### config.mk
export PLATFORM = sky130hd
export DESIGN_NAME = integer_to_radix_digits_top
export DESIGN_NICKNAME = d
export VERILOG_FILES = /design/src/sv/itrd_pkg.sv /design/src/sv/itrd_front.sv /design/src/sv/itrd_fifo.sv /design/src/sv/itrd_back.sv /design/src/sv/integer_to_radix_digits_top.sv
export SDC_FILE = /design/constraint.sdc
export NUM_CORES = 1
export LEC_CHECK = 0
export ABC_AREA = 1
export BUFFER_PORTS_ARGS = -buffer_cell sky130_fd_sc_hd__buf_2
export CORE_ASPECT_RATIO = 2
export CORE_MARGIN = 8
export CORE_UTILIZATION = 65
export CTS_CLUSTER_DIAMETER = 120
export DETAILED_ROUTE_END_ITERATION = 16
export PLACE_DENSITY_LB_ADDON = 0.08
export SLEW_MARGIN = 10
export SYNTH_ARGS = -nofsm -noshare
export SYNTH_HDL_FRONTEND = slang
export SYNTH_HIERARCHICAL = 1
export SYNTH_SLANG_ARGS = --single-unit
### constraint.sdc
create_clock -name clk -period 5.1 [get_ports clk]
set_clock_uncertainty 0.05 [all_clocks]
set_input_delay 0.51 -clock clk [delete_from_list [all_inputs] [get_ports clk]]
set_output_delay 0.51 -clock clk [all_outputs]
set_load 0.1 [all_outputs]
### src/sv/itrd_pkg.sv
// Shared types, constants and the digit-to-ASCII function for the
// integer to radix digits block. No dependencies.
package itrd_pkg;

	typedef logic [5:0] base_t;
	typedef logic [6:0] char_t;

	typedef enum logic [1:0] {
		BK_IDLE,
		BK_DIV,
		BK_READ,
		BK_LOAD
	} back_state_t;

	// accepted radix range
	localparam base_t BASE_MIN = 6'd2;
	localparam base_t BASE_MAX = 6'd36;

	// digit coding
	localparam base_t DEC_LIMIT  = 6'd9;
	localparam char_t ASCII_ZERO = 7'h30;
	localparam char_t ASCII_A    = 7'h41;

	// most digits kept for one word, whatever the store depth
	localparam int RESULT_LIMIT = 32;

	// 0-9 map to '0'-'9', 10 and up to 'A'-'Z'
	function automatic char_t digit_to_ascii(base_t d);
		char_t c;
		if (d > DEC_LIMIT) begin
			c = {1'b0, d} + (ASCII_A - 7'd10);
		end else begin
			c = {1'b0, d} + ASCII_ZERO;
		end
		return c;
	endfunction

endpackage

### src/sv/itrd_front.sv
// Front end: takes input words, forms the magnitude and clamps the radix.
// Depends on itrd_pkg.
module itrd_front import itrd_pkg::*; #(
	parameter int VALUE_BITS = 32
) (
	input  logic                         in_valid,
	output logic                         in_ready,
	input  logic signed [VALUE_BITS-1:0] value,
	input  base_t                        base,
	output logic                         push,
	input  logic                         full,
	output logic [VALUE_BITS+5:0]        push_data
);

	logic [VALUE_BITS-1:0] raw;
	logic [VALUE_BITS-1:0] mag;
	base_t                 base_c;

	// drop the sign; the most negative value wraps to 2^(VALUE_BITS-1)
	always_comb begin
		raw = $unsigned(value);
		if (raw[VALUE_BITS-1]) begin
			mag = ~raw + 1'b1;
		end else begin
			mag = raw;
		end
	end

	// radix clamp to 2..36
	always_comb begin
		if (base < BASE_MIN) begin
			base_c = BASE_MIN;
		end else if (base > BASE_MAX) begin
			base_c = BASE_MAX;
		end else begin
			base_c = base;
		end
	end

	assign in_ready  = !full;
	assign push      = in_valid && !full;
	assign push_data = {base_c, mag};

endmodule

### src/sv/itrd_fifo.sv
// Two-entry queue between front and back ends.
// Depends on itrd_pkg only through the instantiating modules.
module itrd_fifo #(
	parameter int WIDTH = 38
) (
	input  logic             clk,
	input  logic             arst_n,
	input  logic             push,
	input  logic [WIDTH-1:0] push_data,
	output logic             full,
	input  logic             pop,
	output logic             not_empty,
	output logic [WIDTH-1:0] pop_data
);

	logic [WIDTH-1:0] entry_q [2];
	logic             wr_ptr_q;
	logic             rd_ptr_q;
	logic [1:0]       count_q;

	assign full      = (count_q == 2'd2);
	assign not_empty = (count_q != 2'd0);
	assign pop_data  = entry_q[rd_ptr_q];

	// pointers and fill level
	always_ff @(posedge clk or negedge arst_n) begin
		if (!arst_n) begin
			wr_ptr_q <= 1'b0;
			rd_ptr_q <= 1'b0;
			count_q  <= 2'd0;
		end else begin
			if (push) begin
				wr_ptr_q <= !wr_ptr_q;
			end
			if (pop) begin
				rd_ptr_q <= !rd_ptr_q;
			end
			if (push && !pop) begin
				count_q <= count_q + 2'd1;
			end else if (pop && !push) begin
				count_q <= count_q - 2'd1;
			end
		end
	end

	// storage
	always_ff @(posedge clk) begin
		if (push) begin
			entry_q[wr_ptr_q] <= push_data;
		end
	end

endmodule

### src/sv/itrd_back.sv
// Back end: shared restoring divider, digit store and output register.
// Depends on itrd_pkg.
module itrd_back import itrd_pkg::*; #(
	parameter int VALUE_BITS = 32,
	parameter int MAX_DIGITS = 32
) (
	input  logic                  clk,
	input  logic                  arst_n,
	input  logic                  task_valid,
	output logic                  task_ready,
	input  logic [VALUE_BITS+5:0] task_data,
	output logic                  out_valid,
	input  logic                  out_ready,
	output char_t                 digit_char,
	output logic                  last
);

	localparam int LIM   = (MAX_DIGITS > RESULT_LIMIT) ? RESULT_LIMIT : MAX_DIGITS;
	localparam int IDX_W = $clog2(LIM);
	localparam int CNT_W = $clog2(LIM + 1);
	localparam int BC_W  = $clog2(VALUE_BITS);

	back_state_t           state_q, state_d;
	logic [VALUE_BITS-1:0] quo_q;
	base_t                 rem_q;
	base_t                 base_q;
	logic [BC_W-1:0]       bit_cnt_q;
	logic [CNT_W-1:0]      cnt_q;
	logic [IDX_W-1:0]      rd_idx_q;
	base_t                 rd_data_q;
	base_t                 digit_store_q [LIM];
	logic                  out_valid_q;
	char_t                 digit_q;
	logic                  last_q;

	logic [6:0]            shifted;
	logic [6:0]            diff;
	logic                  ge;
	base_t                 rem_next;
	logic [VALUE_BITS-1:0] quo_next;
	logic                  step_end;
	logic                  run_end;
	logic                  take;
	logic                  wr_en;
	logic                  load;

	// one quotient bit per cycle
	always_comb begin
		shifted  = {rem_q, quo_q[VALUE_BITS-1]};
		diff     = shifted - {1'b0, base_q};
		ge       = (shifted >= {1'b0, base_q});
		rem_next = ge ? diff[5:0] : shifted[5:0];
		quo_next = {quo_q[VALUE_BITS-2:0], ge};
		step_end = (bit_cnt_q == BC_W'(VALUE_BITS - 1));
		run_end  = (quo_next == '0) || (cnt_q == CNT_W'(LIM - 1));
	end

	// sequencer: next state and strobes
	always_comb begin
		state_d = state_q;
		take    = 1'b0;
		wr_en   = 1'b0;
		load    = 1'b0;
		case (state_q)
			BK_IDLE: begin
				take = task_valid;
				if (task_valid) begin
					state_d = BK_DIV;
				end
			end
			BK_DIV: begin
				wr_en = step_end;
				if (step_end && run_end) begin
					state_d = BK_READ;
				end
			end
			BK_READ: begin
				state_d = BK_LOAD;
			end
			BK_LOAD: begin
				load = !out_valid_q || out_ready;
				if (load) begin
					state_d = (rd_idx_q == '0) ? BK_IDLE : BK_READ;
				end
			end
			default: begin
				state_d = BK_IDLE;
			end
		endcase
	end

	assign task_ready = (state_q == BK_IDLE);

	// control registers
	always_ff @(posedge clk or negedge arst_n) begin
		if (!arst_n) begin
			state_q     <= BK_IDLE;
			bit_cnt_q   <= '0;
			cnt_q       <= '0;
			out_valid_q <= 1'b0;
		end else begin
			state_q <= state_d;
			if (take) begin
				bit_cnt_q <= '0;
				cnt_q     <= '0;
			end else if (state_q == BK_DIV) begin
				bit_cnt_q <= step_end ? '0 : bit_cnt_q + 1'b1;
				if (step_end) begin
					cnt_q <= cnt_q + 1'b1;
				end
			end
			if (load) begin
				out_valid_q <= 1'b1;
			end else if (out_ready) begin
				out_valid_q <= 1'b0;
			end
		end
	end

	// divider datapath and read pointer
	always_ff @(posedge clk) begin
		if (take) begin
			quo_q  <= task_data[VALUE_BITS-1:0];
			base_q <= task_data[VALUE_BITS+5:VALUE_BITS];
			rem_q  <= '0;
		end else if (state_q == BK_DIV) begin
			quo_q <= quo_next;
			rem_q <= step_end ? '0 : rem_next;
			if (step_end) begin
				rd_idx_q <= cnt_q[IDX_W-1:0];
			end
		end else if (load) begin
			rd_idx_q <= rd_idx_q - 1'b1;
		end
	end

	// digit store, least significant first
	always_ff @(posedge clk) begin
		if (wr_en) begin
			digit_store_q[cnt_q[IDX_W-1:0]] <= rem_next;
		end
		rd_data_q <= digit_store_q[rd_idx_q];
	end

	// output word register
	always_ff @(posedge clk) begin
		if (load) begin
			digit_q <= digit_to_ascii(rd_data_q);
			last_q  <= (rd_idx_q == '0);
		end
	end

	assign out_valid  = out_valid_q;
	assign digit_char = digit_q;
	assign last       = last_q;

endmodule

### src/sv/integer_to_radix_digits_top.sv
// Top level of the integer to radix digits block.
// Depends on itrd_pkg, itrd_front, itrd_fifo and itrd_back.
//
// Input channel (in_valid/in_ready): one word carries a signed value and a
// radix. The sign is dropped; radix values below 2 act as 2, above 36 as 36.
// Output channel (out_valid/out_ready): one word per digit, most significant
// first, as ASCII '0'-'9' then 'A'-'Z'; last marks the least significant digit.
// Zero gives the single digit '0'.
// Words pass through a two-entry queue to the back end, so the front keeps
// accepting while a conversion runs, until the queue is full.
// The back end owns one restoring divider producing one quotient bit per cycle
// while it divides. It divides out all digits of a word first, then emits each
// by a store read and then an output load, taking no new word until the last
// digit is loaded. Digits are capped at min(MAX_DIGITS, 32).
// When the receiver stalls, the output register holds its word and the back
// end waits; the queue absorbs up to two further words.
// Reset empties the queue and returns the back end to idle with no word shown.
module integer_to_radix_digits_top import itrd_pkg::*; #(
	parameter int MAX_DIGITS = 32,
	parameter int VALUE_BITS = 32
) (
	input  logic                         clk,
	input  logic                         arst_n,
	input  logic                         in_valid,
	output logic                         in_ready,
	input  logic signed [VALUE_BITS-1:0] value,
	input  base_t                        base,
	output logic                         out_valid,
	input  logic                         out_ready,
	output char_t                        digit_char,
	output logic                         last
);

	localparam int QW = VALUE_BITS + 6;

	logic          push;
	logic          full;
	logic [QW-1:0] push_data;
	logic          pop;
	logic          not_empty;
	logic          task_ready;
	logic [QW-1:0] pop_data;

	itrd_front #(
		.VALUE_BITS(VALUE_BITS)
	) u_front (
		.in_valid (in_valid),
		.in_ready (in_ready),
		.value    (value),
		.base     (base),
		.push     (push),
		.full     (full),
		.push_data(push_data)
	);

	itrd_fifo #(
		.WIDTH(QW)
	) u_fifo (
		.clk      (clk),
		.arst_n   (arst_n),
		.push     (push),
		.push_data(push_data),
		.full     (full),
		.pop      (pop),
		.not_empty(not_empty),
		.pop_data (pop_data)
	);

	assign pop = not_empty && task_ready;

	itrd_back #(
		.VALUE_BITS(VALUE_BITS),
		.MAX_DIGITS(MAX_DIGITS)
	) u_back (
		.clk       (clk),
		.arst_n    (arst_n),
		.task_valid(not_empty),
		.task_ready(task_ready),
		.task_data (pop_data),
		.out_valid (out_valid),
		.out_ready (out_ready),
		.digit_char(digit_char),
		.last      (last)
	);

endmodule

## Word-level counts from Yosys, hierarchy flattened

Memory sizes are Yosys's and may differ from the RTL's. A register that Yosys moved wholly into a read port is not among the register bits.
Cells that the tools add are included.

| word-level totals | value |
|---|---|
| output and inout port bits | 10 |
| word-level logic and storage cells | 98 |
| memory bits (writable) | 268 |
| input port bits | 42 |
| register bits | 75 |
| memories kept | 2 |

Memories:

| memory | words | bits a word | rd ports | clocked after memory_dff | wr ports | line | RTL |
|---|---|---|---|---|---|---|---|
| u_back.digit_store_q | 32 | 6 | 1 | 1 | 1 | itrd_back.sv:31 | `base_t digit_store_q [LIM];` |
| u_fifo.entry_q | 2 | 38 | 1 | 0 | 1 | itrd_fifo.sv:16 | `logic [WIDTH-1:0] entry_q [2];` |

| cells by class | value |
|---|---|
| reduce and logical (&&, ||, !) cells | 25 |
| mux-type cells | 33 |
| add/sub/neg operators | 9 |
| magnitude comparators | 4 |
| equal/unequal tests | 10 |
| bitwise logic cells | 2 |

Operators by type and width:

| cell | count |
|---|---|
| two-way mux 32 bit | 3 |
| two-way mux 6 bit | 7 |
| adder 32 x 1 -> 32 bit, second input constant | 1 |
| zero test 32 bit | 1 |
| inverter 32 bit | 1 |
| two-way mux 5 bit | 6 |
| adder 6 x 6 -> 7 bit, second input constant | 2 |
| two-way mux 2 bit | 6 |
| nonzero test 2 bit | 6 |
| two-way mux 1 bit | 9 |
| case mux 2 bit (4 select lines) | 1 |
| >= comparator 7 x 6 -> 1 bit | 1 |
| two-way mux 7 bit | 1 |
| adder 6 x 1 -> 6 bit, second input constant | 1 |
| == test 2 bit, second input constant | 3 |
| == test 6 x 5 -> 1 bit, second input constant | 1 |
| > comparator 6 x 4 -> 1 bit, second input constant | 1 |
| > comparator 6 bit, second input constant | 1 |
| zero test 1 bit | 6 |
| less-than comparator 6 x 2 -> 1 bit, second input constant | 1 |
| inequality test 2 x 1 -> 1 bit, second input constant | 3 |
| AND reduction 3 bit | 2 |
| subtractor 6 bit | 1 |
| adder 5 x 1 -> 5 bit, second input constant | 1 |
| other kinds (12) | 17 |

## Longest topological paths before layout

| depth | value |
|---|---|
| word-level depth | 7 |
| gate-level depth with buffers | 13 |

## Cells and area by module

Netlist, hierarchy kept.

Modules (own cells, without submodules):

| module | area an instance (µm²) | instances | cells each | sequential area each (µm²) |
|---|---|---|---|---|
| itrd_back | 11711.2 | 1 | 1106 | 7887.6 |
| itrd_fifo | 2995.4 | 1 | 143 | 2382.3 |
| itrd_front | 1128.6 | 1 | 244 | 0.0 |
| integer_to_radix_digits_top | 7.5 | 1 | 2 | 0.0 |

## Worst setup path after synthesis

No wires, ideal clock.

| path | value |
|---|---|
| path kind | input -> register |
| start | input in_valid |
| end | memory u_fifo.entry_q[0][0], enable pin |
| data required time | 4617 ps |
| data arrival time | 2402 ps |
| stages | 4 |
| slack | 2215 ps |
| path buffers | 0 |
| path through | inv_1 > nor2_1 > inv_1 > nor2_1 |

| between the ends | value |
|---|---|
| longest elaborated chain between the ends | 3 |

RTL lines:

| what | line | RTL |
|---|---|---|
| start, declared | integer_to_radix_digits_top.sv:24 | `input logic in_valid,` |
| logical AND 1 bit | itrd_front.sv:41 | `assign push = in_valid && !full;` |
| named net push | integer_to_radix_digits_top.sv:36 | `logic push;` |
| two-way mux 1 bit | itrd_fifo.sv:48 | `if (push) begin` |
| two-way mux 1 bit (not written as such) | itrd_fifo.sv:49 | `entry_q[wr_ptr_q] <= push_data;` |
| end, declared | itrd_fifo.sv:16 |  |

The timed path passes the listed nets, and every way through them passes these cells.

## Worst setup path after layout

| path | value |
|---|---|
| start | register u_back.base_q[2] |
| end | memory u_back/digit_store_q[5][3] (netlist bit), data pin |

| between the ends | value |
|---|---|
| longest elaborated chain between the ends | 2 |

RTL lines:

| what | line | RTL |
|---|---|---|
| start, declared | itrd_back.sv:26 | `base_t base_q;` |
| start signal, assigned | itrd_back.sv:124 | `base_q <= task_data[VALUE_BITS+5:VALUE_BITS];` |
| subtractor 6 bit or >= comparator 7 x 6 -> 1 bit (tied branches) | itrd_back.sv:50, itrd_back.sv:51 |  |
| two-way mux 6 bit (*) | itrd_back.sv:52 | `rem_next = ge ? diff[5:0] : shifted[5:0];` |
| named net u_back.rem_next[3] | itrd_back.sv:39 | `base_t rem_next;` |
| end, declared | itrd_back.sv:31 |  |

The timed path passes the listed nets; every way through them passes the cells marked *.

==> qor.txt <==
status -> finished clean
Power Total -> 9920 uW
post-detail-place hpwl -> 20700 um
diodes inserted -> 0
DRT iter0 DRCs -> 868
vias in the first global route -> 10300
CTS Sinks -> 349
WP data required -> 5.27 ns
Leak -> 0.00676 uW
max_cap viols -> 0
Antenna Violating Nets Remaining -> 0
initial antenna violation count -> 0
reg2reg end -> u_back/digit_store_q[5][3]
die height -> 237 um
post-layout minimum cycle time -> 2.97 ns
total die area -> 0.0299 mm2
Synth warnings -> 6
worst min-delay path category -> in -> reg
dominant cells by area after synthesis -> edfxtp_1, nand2_1, nand3_1, dfrtp_1, nor2_1
actual slew at the worst max-slew pin -> 1.16 ns
share of cells above drive strength 1 -> 11.2%
Syn Nets -> 1557
total CTS buffers -> 30
Final Hold Viols -> 0
area leader, netlist -> edfxtp_1
Mapped Cells -> 1495
Hold Path Depth -> 1
gr ovfl total -> 0
row cnt -> 81
CTS tree -> done
Final setup violation count -> 0
worst vdd ir -> 461 uV
Placer Congestion -> 0.888
first-pass GRT wire length -> 51900 um
CP Launch Type -> register
Max-slew headroom -> 22.6%
CTS resizes -> 0
setup tns final -> 0 ns
CP delay by family, top -> simple AND/OR/NAND/NOR gates
CP Cell Sequence -> inv_1 -> ha_1 -> or2_1 -> nand2_1 -> nor2_1 -> nor2_2 -> inv_1 -> nand2_1 -> and2_1
top-level port count -> 52
post-synthesis sequential area ratio -> 64.8%
CTS Root Cell -> clkbuf_16
Layout area overhead -> 8.33%
htree depth -> 1
period utilization -> 58.3%
Max Fclk -> 0.336 GHz
critical path buffer and inverter count -> 2
clock latency on the worst-skew pair -> 0.57 ns
gr usage total -> 21.8%
Yosys top cell area share -> 60.5%
Initial Utilization -> 65.4%
Via density -> 5.70
die width -> 126 um
Core ar. -> 0.0242 mm2
synthesized cell area -> 0.0158 mm2
critical path arrival -> 3.14 ns
crit-path max cell delay -> 0.85 ns
Clock Pin Slew Worst Setup and Hold Paths -> 0.07 ns
worst-path fanout max -> 32
Distinct cells, synth -> 40
pwr dens -> 578 mW/mm2
hold_sp -> base[5]
deepest clock path buffer count -> 3
RSZ-0062 raised after global routing -> false
Worst R2R Setup Slack -> 2.13 ns
WL final -> 32200 um
largest net degree at the start of global routing -> 100
routed via count -> 10500
# DRC -> 0
worst-path cell with the longest stage delay -> and2_1
R2R cell count -> 9
average size of a mapped cell -> 10.6 um2
Setup crit end kind -> register
Max Transition Viols Final -> 0
Post-layout nets -> 1589
Worst Setup Path Type -> reg -> reg
PortBufs -> 51
drt wl/cell -> 17.5 um
DRT Pass-1 Iters -> 5
FF+latch count, synth -> 349
Critical R2R Launch -> u_back/base_q[2]
Worst Hold End -> u_fifo/entry_q[1][37]
## layout by cell type (no fill, tap or decap), types with 5 or more instances in the layout
master / count
xor2_1: 13
inv_1: 86
clkbuf_16: 30
o21ai_1: 7
nand3b_1: 5
o21ai_0: 31
nand3_1: 183
clkbuf_1: 6
clkinv_2: 5
buf_2: 51
nor3_1: 9
nor2_4: 7
a21oi_1: 20
ha_1: 19
nand2_1: 497
nor2_1: 117
nor2_2: 9
xnor2_1: 13
clkinv_1: 6
dfxtp_1: 12
mux2_2: 28
mux2_4: 10
edfxtp_1: 319
dfrtp_1: 17
nand2_2: 8
## what timing repair did
item,in CTS,in global routing
hold buffers,1,0
buffers inserted,0,0
hold endpoints to repair,18,0
## cell usage after synthesis
library cell and count:
a21o_1 1, a21oi_1 20, a22o_1 2, a31oi_1 2
and2_1 3, buf_1 2, buf_2 27, buf_4 9
buf_6 4, buf_8 1, clkbuf_1 13, dfrtp_1 18
dfxtp_1 12, edfxtp_1 319, fa_1 1, ha_1 19
inv_1 86, inv_2 3, inv_4 3, mux2_2 28
mux2_4 10, mux2i_1 1, nand2_1 497, nand2_2 8
nand2_4 4, nand3_1 183, nand3_2 1, nand3b_1 5
nand4_1 4, nor2_1 118, nor2_2 9, nor2_4 6
nor2_8 1, nor3_1 9, o21ai_0 31, o21ai_1 7
or2_1 1, or2_2 1, xnor2_1 13, xor2_1 13
## final cells by class
cell class / count / area (um2)
Inverter: 92 / 353
Clock buffer: 36 / 773
Sequential cell: 349 / 10300
Tap cell: 290 / 363
Fill cell: 1746 / 7060
Multi-Input combinational cell: 998 / 4910
Clock inverter: 18 / 199
Timing Repair Buffer: 56 / 295
## metrics by stage
stage	std cells	instance area, um2	worst slack, ns	utilization, %	hold WS [ns]
after floorplan	1495	15800	2.21	-	0.164
after global placement	1784	16200	2.26	66.8	0.406
after detailed placement	1784	16200	2.20	66.8	0.413
after CTS	1839	17200	2.16	70.9	0.121
after global routing	1839	17200	1.89	70.9	0.119
final	1839	17200	2.13	70.9	0.148
## layer usage
| layer | GRT usage, % | part of all wire, % |
|---|---|---|
| met5 | 0 | 0 |
| met3 | 2.41 | 5.4 |
| met1 | 28.1 | 42 |
| met4 | 9.03 | 2.9 |
| met2 | 36.8 | 50 |
## logic make-up after synthesis
| group | synth area share (%) |
|---|---|
| AOI/OAI and AO/OA | 2.07 |
| and+or+nand+nor | 22.8 |
| muxes | 3.00 |
| adders and majority gates | 1.63 |
| buffers and inverters | 4.24 |
| DFF | 64.8 |
| xor gates and xnor gates | 1.44 |
## sequential cells by signal (all words and copies together) (netlist names), 2 cells and up
name                  count
u_back/bit_cnt_q          5
u_fifo/entry_q           76
u_back/cnt_q              6
u_back/base_q             6
u_back/rem_q              6
u_back/rd_data_q          6
u_back/rd_idx_q           5
u_back/quo_q             32
u_fifo/count_q            2
u_back/digit_char         7
u_back/digit_store_q    192
u_back/state_q            2
## power breakdown
group	total (uW)	switching [uW]	internal, uW
clock	2240	961	1280
combinational	2960	2180	774
sequential	4730	274	4450
total	9920	3420	6510
## worst max path at each step
stage	from	end	slack [ns]	depth (start not counted)
finish	u_back/base_q[2]	u_back/digit_store_q[5][3]	2.13	9
CTS	u_back/base_q[2]	u_back/digit_store_q[14][3]	2.16	9
floorplan	in_valid	u_fifo/entry_q[0][0]	2.21	4
detailed placement	u_back/base_q[2]	u_back/digit_store_q[4][3]	2.20	9
global placement	u_back/base_q[2]	u_back/digit_store_q[14][3]	2.26	9
global route	u_back/rem_q[1]	u_back/digit_store_q[2][3]	1.89	8
(Power assumes the default switching activity.)
